$ cat config.mk
export PLATFORM = sky130hd
export DESIGN_NAME = ftrl_itu
export DESIGN_NICKNAME = d
export VERILOG_FILES = /design/src/hw/rtl/ftrl_pkg.sv /design/src/hw/rtl/ftrl_itu.sv
export SDC_FILE = /design/constraint.sdc
export NUM_CORES = 1
export LEC_CHECK = 0
export CORE_AREA = 2 2 153 155
export CTS_CLUSTER_DIAMETER = 200
export DETAILED_ROUTE_END_ITERATION = 8
export DIE_AREA = 0 0 155 157
export DONT_BUFFER_PORTS = 1
export PLACE_DENSITY = 0.76
export SYNTH_ARGS = -nofsm -noshare
export SYNTH_HDL_FRONTEND = slang
export SYNTH_SLANG_ARGS = --single-unit
$ cat constraint.sdc
create_clock -name clk -period 3.9 [get_ports clk]
set_input_delay 0.78 -clock clk [delete_from_list [all_inputs] [get_ports clk]]
set_output_delay 0.78 -clock clk [all_outputs]
set_load 0.005 [all_outputs]
$ cat src/hw/rtl/ftrl_pkg.sv
`default_nettype none

package ftrl_pkg;

  localparam int unsigned WORD_W = 32;
  localparam int unsigned CFG_W  = 24;
  localparam int unsigned IDX_W  = 10;

  // iterative unit geometry
  localparam int unsigned OPND_W  = 64;
  localparam int unsigned DVS_W   = 48;
  localparam int unsigned RES_W   = 48;
  localparam int unsigned REM_W   = 49;
  localparam int unsigned CNT_W   = 6;
  localparam logic [CNT_W-1:0] DIV_STEPS  = 6'd48;
  localparam logic [CNT_W-1:0] SQRT_STEPS = 6'd32;

  // register indexes
  localparam logic [1:0] REG_ALPHA = 2'd0;
  localparam logic [1:0] REG_BETA  = 2'd1;
  localparam logic [1:0] REG_L1    = 2'd2;
  localparam logic [1:0] REG_L2    = 2'd3;

  localparam logic [CFG_W-1:0] ALPHA_RST = 24'd65536;
  localparam logic [CFG_W-1:0] BETA_RST  = 24'd65536;
  localparam logic [CFG_W-1:0] L1_RST    = 24'd0;
  localparam logic [CFG_W-1:0] L2_RST    = 24'd65536;

  // sqrt of the saturated n (0xFFFFFFFF in Q16.16)
  localparam logic [23:0] SQRT_NMAX = 24'hFFFFFF;
  localparam logic [40:0] PROD_MAX  = 41'h100_0000_0000;

  typedef enum logic {
    OP_DIV,
    OP_SQRT
  } itu_op_t;

  typedef struct packed {
    logic                start;
    itu_op_t             op;
    logic [OPND_W-1:0]   opnd;
    logic [DVS_W-1:0]    dvs;
  } itu_cmd_t;

  typedef struct packed {
    logic [WORD_W-1:0] z;
    logic [WORD_W-1:0] n;
    logic [WORD_W-1:0] w;
  } coord_row_t;

  typedef enum logic [4:0] {
    ST_IDLE,
    ST_READ,
    ST_SQG,
    ST_NSUM,
    ST_RTN_GO,
    ST_RTN_WAIT,
    ST_RTO_GO,
    ST_RTO_WAIT,
    ST_SIG_GO,
    ST_SIG_WAIT,
    ST_MULH,
    ST_MULL,
    ST_PSUM,
    ST_ZUPD,
    ST_DEN_GO,
    ST_DEN_WAIT,
    ST_QUO_GO,
    ST_QUO_WAIT,
    ST_WRITE,
    ST_OUT
  } ftrl_state_t;

endpackage

`default_nettype wire

$ cat src/hw/rtl/ftrl_itu.sv
`default_nettype none

// Bit-serial unit: restoring divide (one quotient bit a cycle) or
// digit-by-digit square root (one root bit a cycle). Operand is MSB-aligned.
module ftrl_itu
  import ftrl_pkg::*;
(
  input  wire logic             clk,
  input  wire logic             rst,
  input  wire itu_cmd_t         cmd,
  output logic                  done,
  output logic [RES_W-1:0]      res
);

  logic                busy;
  itu_op_t             op;
  logic [CNT_W-1:0]    cnt;
  logic [REM_W-1:0]    rem;
  logic [OPND_W-1:0]   opnd;
  logic [DVS_W-1:0]    dvs;

  logic [REM_W:0]      shin;
  logic [REM_W:0]      trial;
  logic [REM_W:0]      diff;
  logic                ge;

  always_comb begin
    if (op == OP_SQRT) begin
      shin  = {rem[REM_W-2:0], opnd[OPND_W-1 -: 2]};
      trial = {res[RES_W-1:0], 2'b01};
    end else begin
      shin  = {rem, opnd[OPND_W-1]};
      trial = {2'b00, dvs};
    end
    ge   = (shin >= trial);
    diff = shin - trial;
  end

  always_ff @(posedge clk) begin
    if (rst) begin
      busy <= 1'b0;
      done <= 1'b0;
      cnt  <= '0;
    end else begin
      done <= 1'b0;
      if (cmd.start) begin
        busy <= 1'b1;
        cnt  <= (cmd.op == OP_SQRT) ? SQRT_STEPS : DIV_STEPS;
      end else if (busy) begin
        cnt <= cnt - 1'b1;
        if (cnt == CNT_W'(1)) begin
          busy <= 1'b0;
          done <= 1'b1;
        end
      end
    end
  end

  always_ff @(posedge clk) begin
    if (cmd.start) begin
      op   <= cmd.op;
      opnd <= cmd.opnd;
      dvs  <= cmd.dvs;
      rem  <= '0;
      res  <= '0;
    end else if (busy) begin
      rem  <= ge ? diff[REM_W-1:0] : shin[REM_W-1:0];
      res  <= {res[RES_W-2:0], ge};
      opnd <= (op == OP_SQRT) ? {opnd[OPND_W-3:0], 2'b00} : {opnd[OPND_W-2:0], 1'b0};
    end
  end

endmodule

`default_nettype wire

==> results, run 1 <==
- The flow ran to the end, and the final reports show no timing, DRC or antenna violations.
- The number of global-route vias before repair is 9,480.
- STA classifies the critical path startpoint as a flop.
- The first global-routing pass estimated 46,460 um of wire.
- The total area inside the core boundary comes to 22,500 um^2.
- Of the cells placed in the final design, the portion with a size suffix greater than 1 is 15.32%.
- The measured slew at the worst slew-check pin is 0.8710 ns.
- The die covers 24,340 um^2.
- The CTS buffer count is 25.
- For this run, design rule violations remaining after detail routing come to 0.
- The net switching power of the design is 2.622 mW.
- The repair_antennas step left the layout with diodes totalling 0.
- The core occupancy in the finished layout is 64.49%.
- Across all layers, the routed design uses 9,911 vias.
- Summing the sequential cell areas from Yosys gives 42.30% of the chip area.
- The top-level I/O count is 165.
- The cell count after synthesis came out at 1,331.
- Across the run, the number of max-cap violations was 0.
- The data required time at the worst endpoint is 4.33 ns.
- The per-cell routed wire length is 18.32 um.
- In this run the core area contains 55 standard-cell rows.
- Summing all placed instances gives a cell area of 13,320 um^2.
- The number of distinct library cells after synthesis is 80.
- In this run, the number of DRC markers left after iteration 0 of detailed routing was 814.
- STA puts the critical path data arrival time at 4.19 ns.
- The clock latency of the later-clocked register in the worst-skew pair is 0.52 ns.
- The setup slack of the critical path after layout is 0.1321 ns.
- Before CTS, the worst setup slack after placement is -0.007227 ns.
- The HPWL after detailed placement is 19,680 um.
- The critical path goes through buf_6, clkbuf_16, buf_6, mux2_2, ha_1, and4_1, and3_1, nand3_1, o21ai_0, o22ai_1, o21ai_1, o21ai_4, buf_12, or3b_2, a311oi_1.
- Entering global routing, the biggest net connects 285 pins.
- After synthesis the netlist holds a flip-flop and latch count of 218.
- The layout has 1,776 filler cells.
- During synthesis, Yosys emitted a total of 0 warnings.
- The combinational cell fraction of total power is 34.8%.
- The number of antenna violations at the first check in global routing is 1.
- The minimum setup slack among reg-to-reg paths is 0.13 ns.
- The synthesized design contains 113 enable-type register cells.
- The clock power share is 30.5%.
- The routed wire length is 29,980 um.
- The shortest period the worst path allows is 3.768 ns.
- Buffers inserted to repair hold after CTS numbered 0.
- After clock tree synthesis, the clock-pin slew on the worst setup and hold paths is 0.07 ns.
- CTS built an H-tree with a depth of 1.
- After synthesis, the mean cell area works out to 9.760 um^2.
- In the layout the commonest cells are mux2i_1 (157), nand2_1 (149), nor2_1 (124).
- Net switching is 33.03% of the power.
- The number of antenna-violating nets in the routed design is 0.
- Dividing total power by cell area gives a power density of 547.0 nW/um^2.
- The root cell of the clock tree is clkbuf_16.
- The floorplan step set the die height to 157 um.
- The kind of path behind the tightest hold check is in2reg.
- VDD sags by at most 0.4697 mV.
- The number of hold violations in the final report was 0.
- The pre-antenna-repair detailed-routing pass consisted of 5 iterations.
- The cell with the largest stage delay on the worst path is or3b_2.
- The final clock skew is 0.02072 ns.
- The final layout net count is 1,501.
- The layout overhead on the synthesized area is 11.71%.
- The average via count per standard cell is 6.058.
- The fraction of registers with async set or reset after synthesis is 0%.
- The most numerous cell type found on the critical path is buf_6.
- The worst hold slack after final layout is 0.3134 ns.
- For this run, the total global-route usage over all layers was measured as 22.95%.
- Leaving out fill and tap cells, the most frequent cell in the layout is mux2i_1.
- The maximum achievable frequency is 265.4 MHz.
- During placement, the flow inserted port buffers numbering 0.
- For this configuration, the core starts out at a cell density of 57.73%.
- The finished cells cover 14,510 um^2.
- The setup path with the least slack is of type reg2reg.
- The most used flip-flop cell after synthesis is edfxtp_1.
- The longest clock path from root to sink contains 3 buffers.
- The floorplan step set the die width to 155 um.
- Cell internal power was estimated by the tool at 5.316 mW.
- The category of the worst setup path capture point is a flop.
- The last weighted congestion value of the routability-driven placer is 0.9599.
- The clock tree from TritonCTS is done.
- The synthesized netlist occupies a cell area of 12,990 um^2.
- The number of pins with negative max-slew slack in the final report is 0.
- The sequential group share of total power is 34.7%.
- Setup violations remaining at the end of the flow were counted as 0.
- In this run the tightest slew margin relative to its limit is 41.94%.
- In this run the worst path has a maximum fanout of 32.
- The largest single stage delay on the critical path is 0.47 ns.
- In the finished design, the share of the clock period the worst path needs comes to 96.61%.
- The analysis attributes to cell leakage a power of 5.833 nW.
- The synthesized net count is 1,500.
- For this run the aggregate overflow at the end of global routing stands at 0.
- The total power after layout is 7.937 mW.
- The clock sink count is 218.
==> final timing paths <==
path	start	end	depth (start not counted)
max	op	rem[7]	15
min	rst	busy	1
max reg2reg	op	rem[7]	15
min reg2reg	rem[18]	rem[18]	2
==> cells in the mapped netlist, types with 11 or more instances <==
| cell | number | area share (%) |
|---|---|---|
| a21o_1 | 21 | 1.2 |
| a311oi_1 | 20 | 1.3 |
| mux2_2 | 51 | 4.4 |
| dfxtp_1 | 105 | 16 |
| nor2b_1 | 11 | 0.53 |
| o21ai_0 | 94 | 3.6 |
| a31oi_1 | 13 | 0.63 |
| ha_1 | 52 | 5.0 |
| a211oi_1 | 20 | 1.2 |
| mux2i_1 | 159 | 12 |
| or3_1 | 11 | 0.53 |
| buf_4 | 11 | 0.64 |
| inv_1 | 19 | 0.55 |
| nand3_1 | 26 | 1.0 |
| nor2_1 | 124 | 3.6 |
| xor2_1 | 19 | 1.3 |
| a21oi_1 | 70 | 2.7 |
| o211ai_1 | 14 | 0.81 |
| o21a_1 | 14 | 0.81 |
| edfxtp_1 | 113 | 26 |
| clkbuf_1 | 46 | 1.3 |
| xnor2_1 | 15 | 1.0 |
| buf_1 | 17 | 0.49 |
| nand2_1 | 151 | 4.4 |
==> per-layer routing <==
metal  global-route usage, %  vias up  wire [um]
li1                        -     4912          -
met1                   30.38     4669      13430
met2                   39.39      280      14340
met3                   3.579       48       1625
met4                   6.129        2        563
met5                       0        -         13
==> critical path: cells and delay by family (launching register included) <==
kind | cells | cell delay, ns
mux | 1 | 0.37
simple gates | 4 | 1.00
compound gates | 5 | 0.85
fa+ha+maj | 1 | 0.37
buf+inv | 4 | 0.73
flops | 1 | 0.34
==> final cells by class <==
type / count / area (um^2) / area share (%)
clock buffers: 29 / 661.9 / 4.561
repair buffers: 61 / 553.0 / 3.811
well taps: 285 / 356.6 / 2.457
multi-input cells: 1007 / 7172 / 49.42
flip-flops and latches: 218 / 5499 / 37.89
clock inverters: 17 / 197.7 / 1.362
inverters: 19 / 71.32 / 0.4915
==> cells by family (layout without fill, tap and decap cells) <==
| kind of cell | Yosys count | in the layout | synth area share, % |
|---|---|---|---|
| AO/OA/AOI/OAI | 315 | 315 | 15.75 |
| XOR/XNOR | 34 | 34 | 2.292 |
| adder cells (fa/ha/maj) | 53 | 53 | 5.163 |
| buffers and inverters | 106 | 126 | 3.901 |
| flip-flops | 218 | 218 | 42.30 |
| multiplexers | 211 | 211 | 16.76 |
| AND/OR/NAND/NOR | 394 | 394 | 13.83 |
==> through the flow <==
stage                     std cells  setup TNS (ns)
after floorplan                1331        -0.04429
after global placement         1580               0
after detailed placement       1580       -0.007227
after CTS                      1626               0
after global routing           1636        -0.01397
final                          1636               0
==> repair_timing <==
action,4_1_cts,5_1_grt
resized for setup,1,42
buffers inserted,0,6
cloned,0,4
pin swaps,0,12
endpoints found under the setup margin,1,49
==> power groups by stage <==
stage	Combinational (mW)	Clock, mW	Sequential (mW)
after global placement	2.52	0	2.79
after floorplan	2.05	0	2.76
after detailed placement	2.55	0	2.80
after CTS	2.57	2.47	2.75
after global routing	3.04	2.56	2.78
final	2.76	2.42	2.76
==> sequential cells by signal (all words and copies together) (netlist names) <==
signal,count
opnd,64
rem,49
dvs,48
res,48
cnt,6
busy,1
done,1
op,1
(Power assumes the default switching activity.)
==> inputs of run 2 (changes only) <==
--- a/config.mk
+++ b/config.mk
@@ -11,6 +11,7 @@
 export DIE_AREA = 0 0 155 157
 export DONT_BUFFER_PORTS = 1
 export PLACE_DENSITY = 0.76
+export SETUP_SLACK_MARGIN = 0.4
 export SYNTH_ARGS = -nofsm -noshare
 export SYNTH_HDL_FRONTEND = slang
 export SYNTH_SLANG_ARGS = --single-unit
==> run 2 against run 1 <==
Against the previous run: clock skew decreased by 0.0046 ns; utilization rose by 4.9 points; cell area up 7.6%; largest power group is now combinational cells; highest routed layer is now met4.
==> results, run 2 (same netlist as run 1, synthesis figures left out) <==
- Data on the critical path arrives at its endpoint at 4.10 ns.
- The cell row count is 55.
- In this run, CTS created clock tree buffers numbering 25.
- The DRC violations left is 0.
- The die covers 24,340 um^2.
- Setup repair after global routing could not meet its margin everywhere.
- The number of antenna-violating nets in the routed design is 0.
- The shortest period the worst path allows is 3.672 ns.
- The tree built by TritonCTS fans out to 218 sinks.
- Detailed placement ended at an HPWL of 19,790 um.
- The number of hold violations in the final report was 0.
- The largest registers in the layout are opnd: 64 flops, rem: 49 flops.
- Dividing the detail-routed wire length by the instance count gives 19.08 um.
- The floorplan step defined a core boundary enclosing 22,500 um^2.
- The root buffer cell chosen for the clock tree is clkbuf_16.
- The y dimension of the die is 157 um.
- STA classifies the critical path startpoint as a flop.
- The post-route netlist has 23.12% of its cells at a drive strength greater than 1.
- The maximum achievable frequency is 272.3 MHz.
- Counting the fill cells in the layout gives 1,606.
- The number of inserted diodes is 0.
- Entering global routing, the biggest net connects 285 pins.
- Global routing used 25.01% of the available tracks.
- The final layout contains 1,544 nets.
- The die is 155 um wide.
- The last weighted congestion value of the routability-driven placer is 0.9276.
- The multi-input combinational cells in the finished layout cover a total of 7805 um^2.
- Across the whole layout, storage elements account for 5499 um^2.
- The measured slew at the worst slew-check pin is 1.003 ns.
- Of all nets on the critical path, the largest fanout is 8.
- Summing all placed instances gives a cell area of 13,390 um^2.
- The number of maximum-capacitance violations is 0.
- The static power due to leakage is 6.174 nW.
- The number of failing setup endpoints in the final timing report is 0.
- Dividing the detail-routed via count by the number of cells gives 6.106.
- Summing all non-filler instances in the final layout gives an area of 15,620 um^2.
- The number of pins with negative max-slew slack in the final report is 0.
- Dividing total power by cell area gives a power density of 549.2 nW/um^2.
- The flip-flop count of the largest register, all copies and words added is 64.
- The clock slew seen by the registers of the worst setup and hold paths is 0.07 ns.
- The number of levels the H-tree was split into is 1.
- The number of buffers on the longest clock path is 3.
- The maximum resistive drop on vdd is 0.3838 mV.
- The number of DRC markers after the initial detailed-route iteration is 816.
- The top cell types in the final layout, fill and taps aside, are nand2_1 (148), mux2i_1 (141), nor2_1 (124).
- Across all hold checks on the routed design, the worst slack comes to 0.3250 ns.
- The final critical path takes up 94.16% of the cycle.
- Relative to the synthesized area, the layout overhead comes to 20.24%.
- The later pin in the worst-skew pair is clocked with a latency of 0.52 ns.
- The critical path class is reg2reg.
- The clock arrives with 0.01608 ns of skew.
- The count of buffers from port buffering is 0.
- The number of global-route vias before repair was 9,896.
- The min-delay analysis places its worst path in the category in2reg.
- The first global-routing pass estimated 50,110 um of wire.
- The clock tree from TritonCTS is done.
- The initial standard-cell utilization of the core is 57.73%.
- The headroom to the max-slew limit is 33.11%.
- 165 I/O pins were placed.
- The run finished with clean final reports.
- The data required time at the worst endpoint is 4.33 ns.
- The routed layout has 10,250 vias.
- Wires add up to 32,020 um.
- The total congestion overflow after global routing is 0.
- The number of antenna violations at the first check in global routing was 0.
- The first detailed-routing pass took 5 iterations.
- Leaving out fill and tap cells, the most frequent cell in the layout is nand2_1.
- The register with the highest flop count is opnd.
- The category of the worst setup path capture point is a flop.
## run 2: cell types whose count changed in the layout (fill, tap and decap cells not counted), sizes merged
cell      before  now
buf           59  104
clkbuf        31   35
clkinv         8    5
clkinvlp       2    0
inv           22   20
## run 2: area by class of cell
| type | count | share of cell area [%] |
|---|---|---|
| Multi-Input combinational cell | 1007 | 49.97 |
| Tap cell | 285 | 2.283 |
| Inverter | 19 | 0.4566 |
| Clock buffer | 35 | 4.438 |
| Timing Repair Buffer | 104 | 6.681 |
| Clock inverter | 10 | 0.9613 |
| Sequential cell | 218 | 35.21 |
## run 2: path summary, 6_finish.rpt
path / slack (ns) / start / end / cells after the start
worst max-delay path: 0.23 / op / rem[44] / 13
worst min-delay path: 0.32 / rst / busy / 1
worst max register to register: 0.23 / op / rem[44] / 13
worst min register to register: 0.49 / rem[15] / rem[15] / 2
## run 2: metrics by stage
step	setup slack [ns]	utilization [%]	cells	power (mW)	setup TNS, ns
after floorplan	0.3836	-	1331	4.826	0
after CTS	0.2377	68.15	1665	8.361	0
after global placement	0.08366	59.52	1582	5.383	0
final	0.2277	69.41	1678	8.578	0
after global routing	0.1114	69.41	1678	9.003	0
after detailed placement	-0.007812	59.52	1582	5.409	-0.007812
## run 2: report_power, final
group | internal, mW | switching, mW | leakage, nW | total [mW]
combinational | 1.59 | 1.81 | 3.77 | 3.40
sequential | 2.64 | 0.121 | 1.99 | 2.76
clock | 1.50 | 0.917 | 0.416 | 2.41
total | 5.73 | 2.85 | 6.17 | 8.58
## run 2: per-layer routing
metal | track usage, % | routed length (um)
met1 | 33.54 | 14050
met2 | 43.01 | 15350
met3 | 3.552 | 1959
met4 | 6.085 | 662
met5 | 0 | 0
## run 2: repair_timing
action | CTS | global route
gates resized for setup | 118 | 34
gates cloned | 6 | 0
hold buffers | 0 | 0
endpoints found under the setup margin | 49 | 50
setup buffers | 32 | 13
pin swaps | 39 | 15
## run 2: critical path: stages (launching register included)
cell      delay, ns
edfxtp_1       0.37
buf_12         0.18
buf_16         0.16
mux2_2         0.38
ha_4           0.30
nand4_4        0.12
nor4_4         0.33
and4_1         0.24
o21ai_2        0.08
and4_4         0.17
or4_4          0.55
a21oi_2        0.16
mux2_4         0.32
a221oi_2       0.21
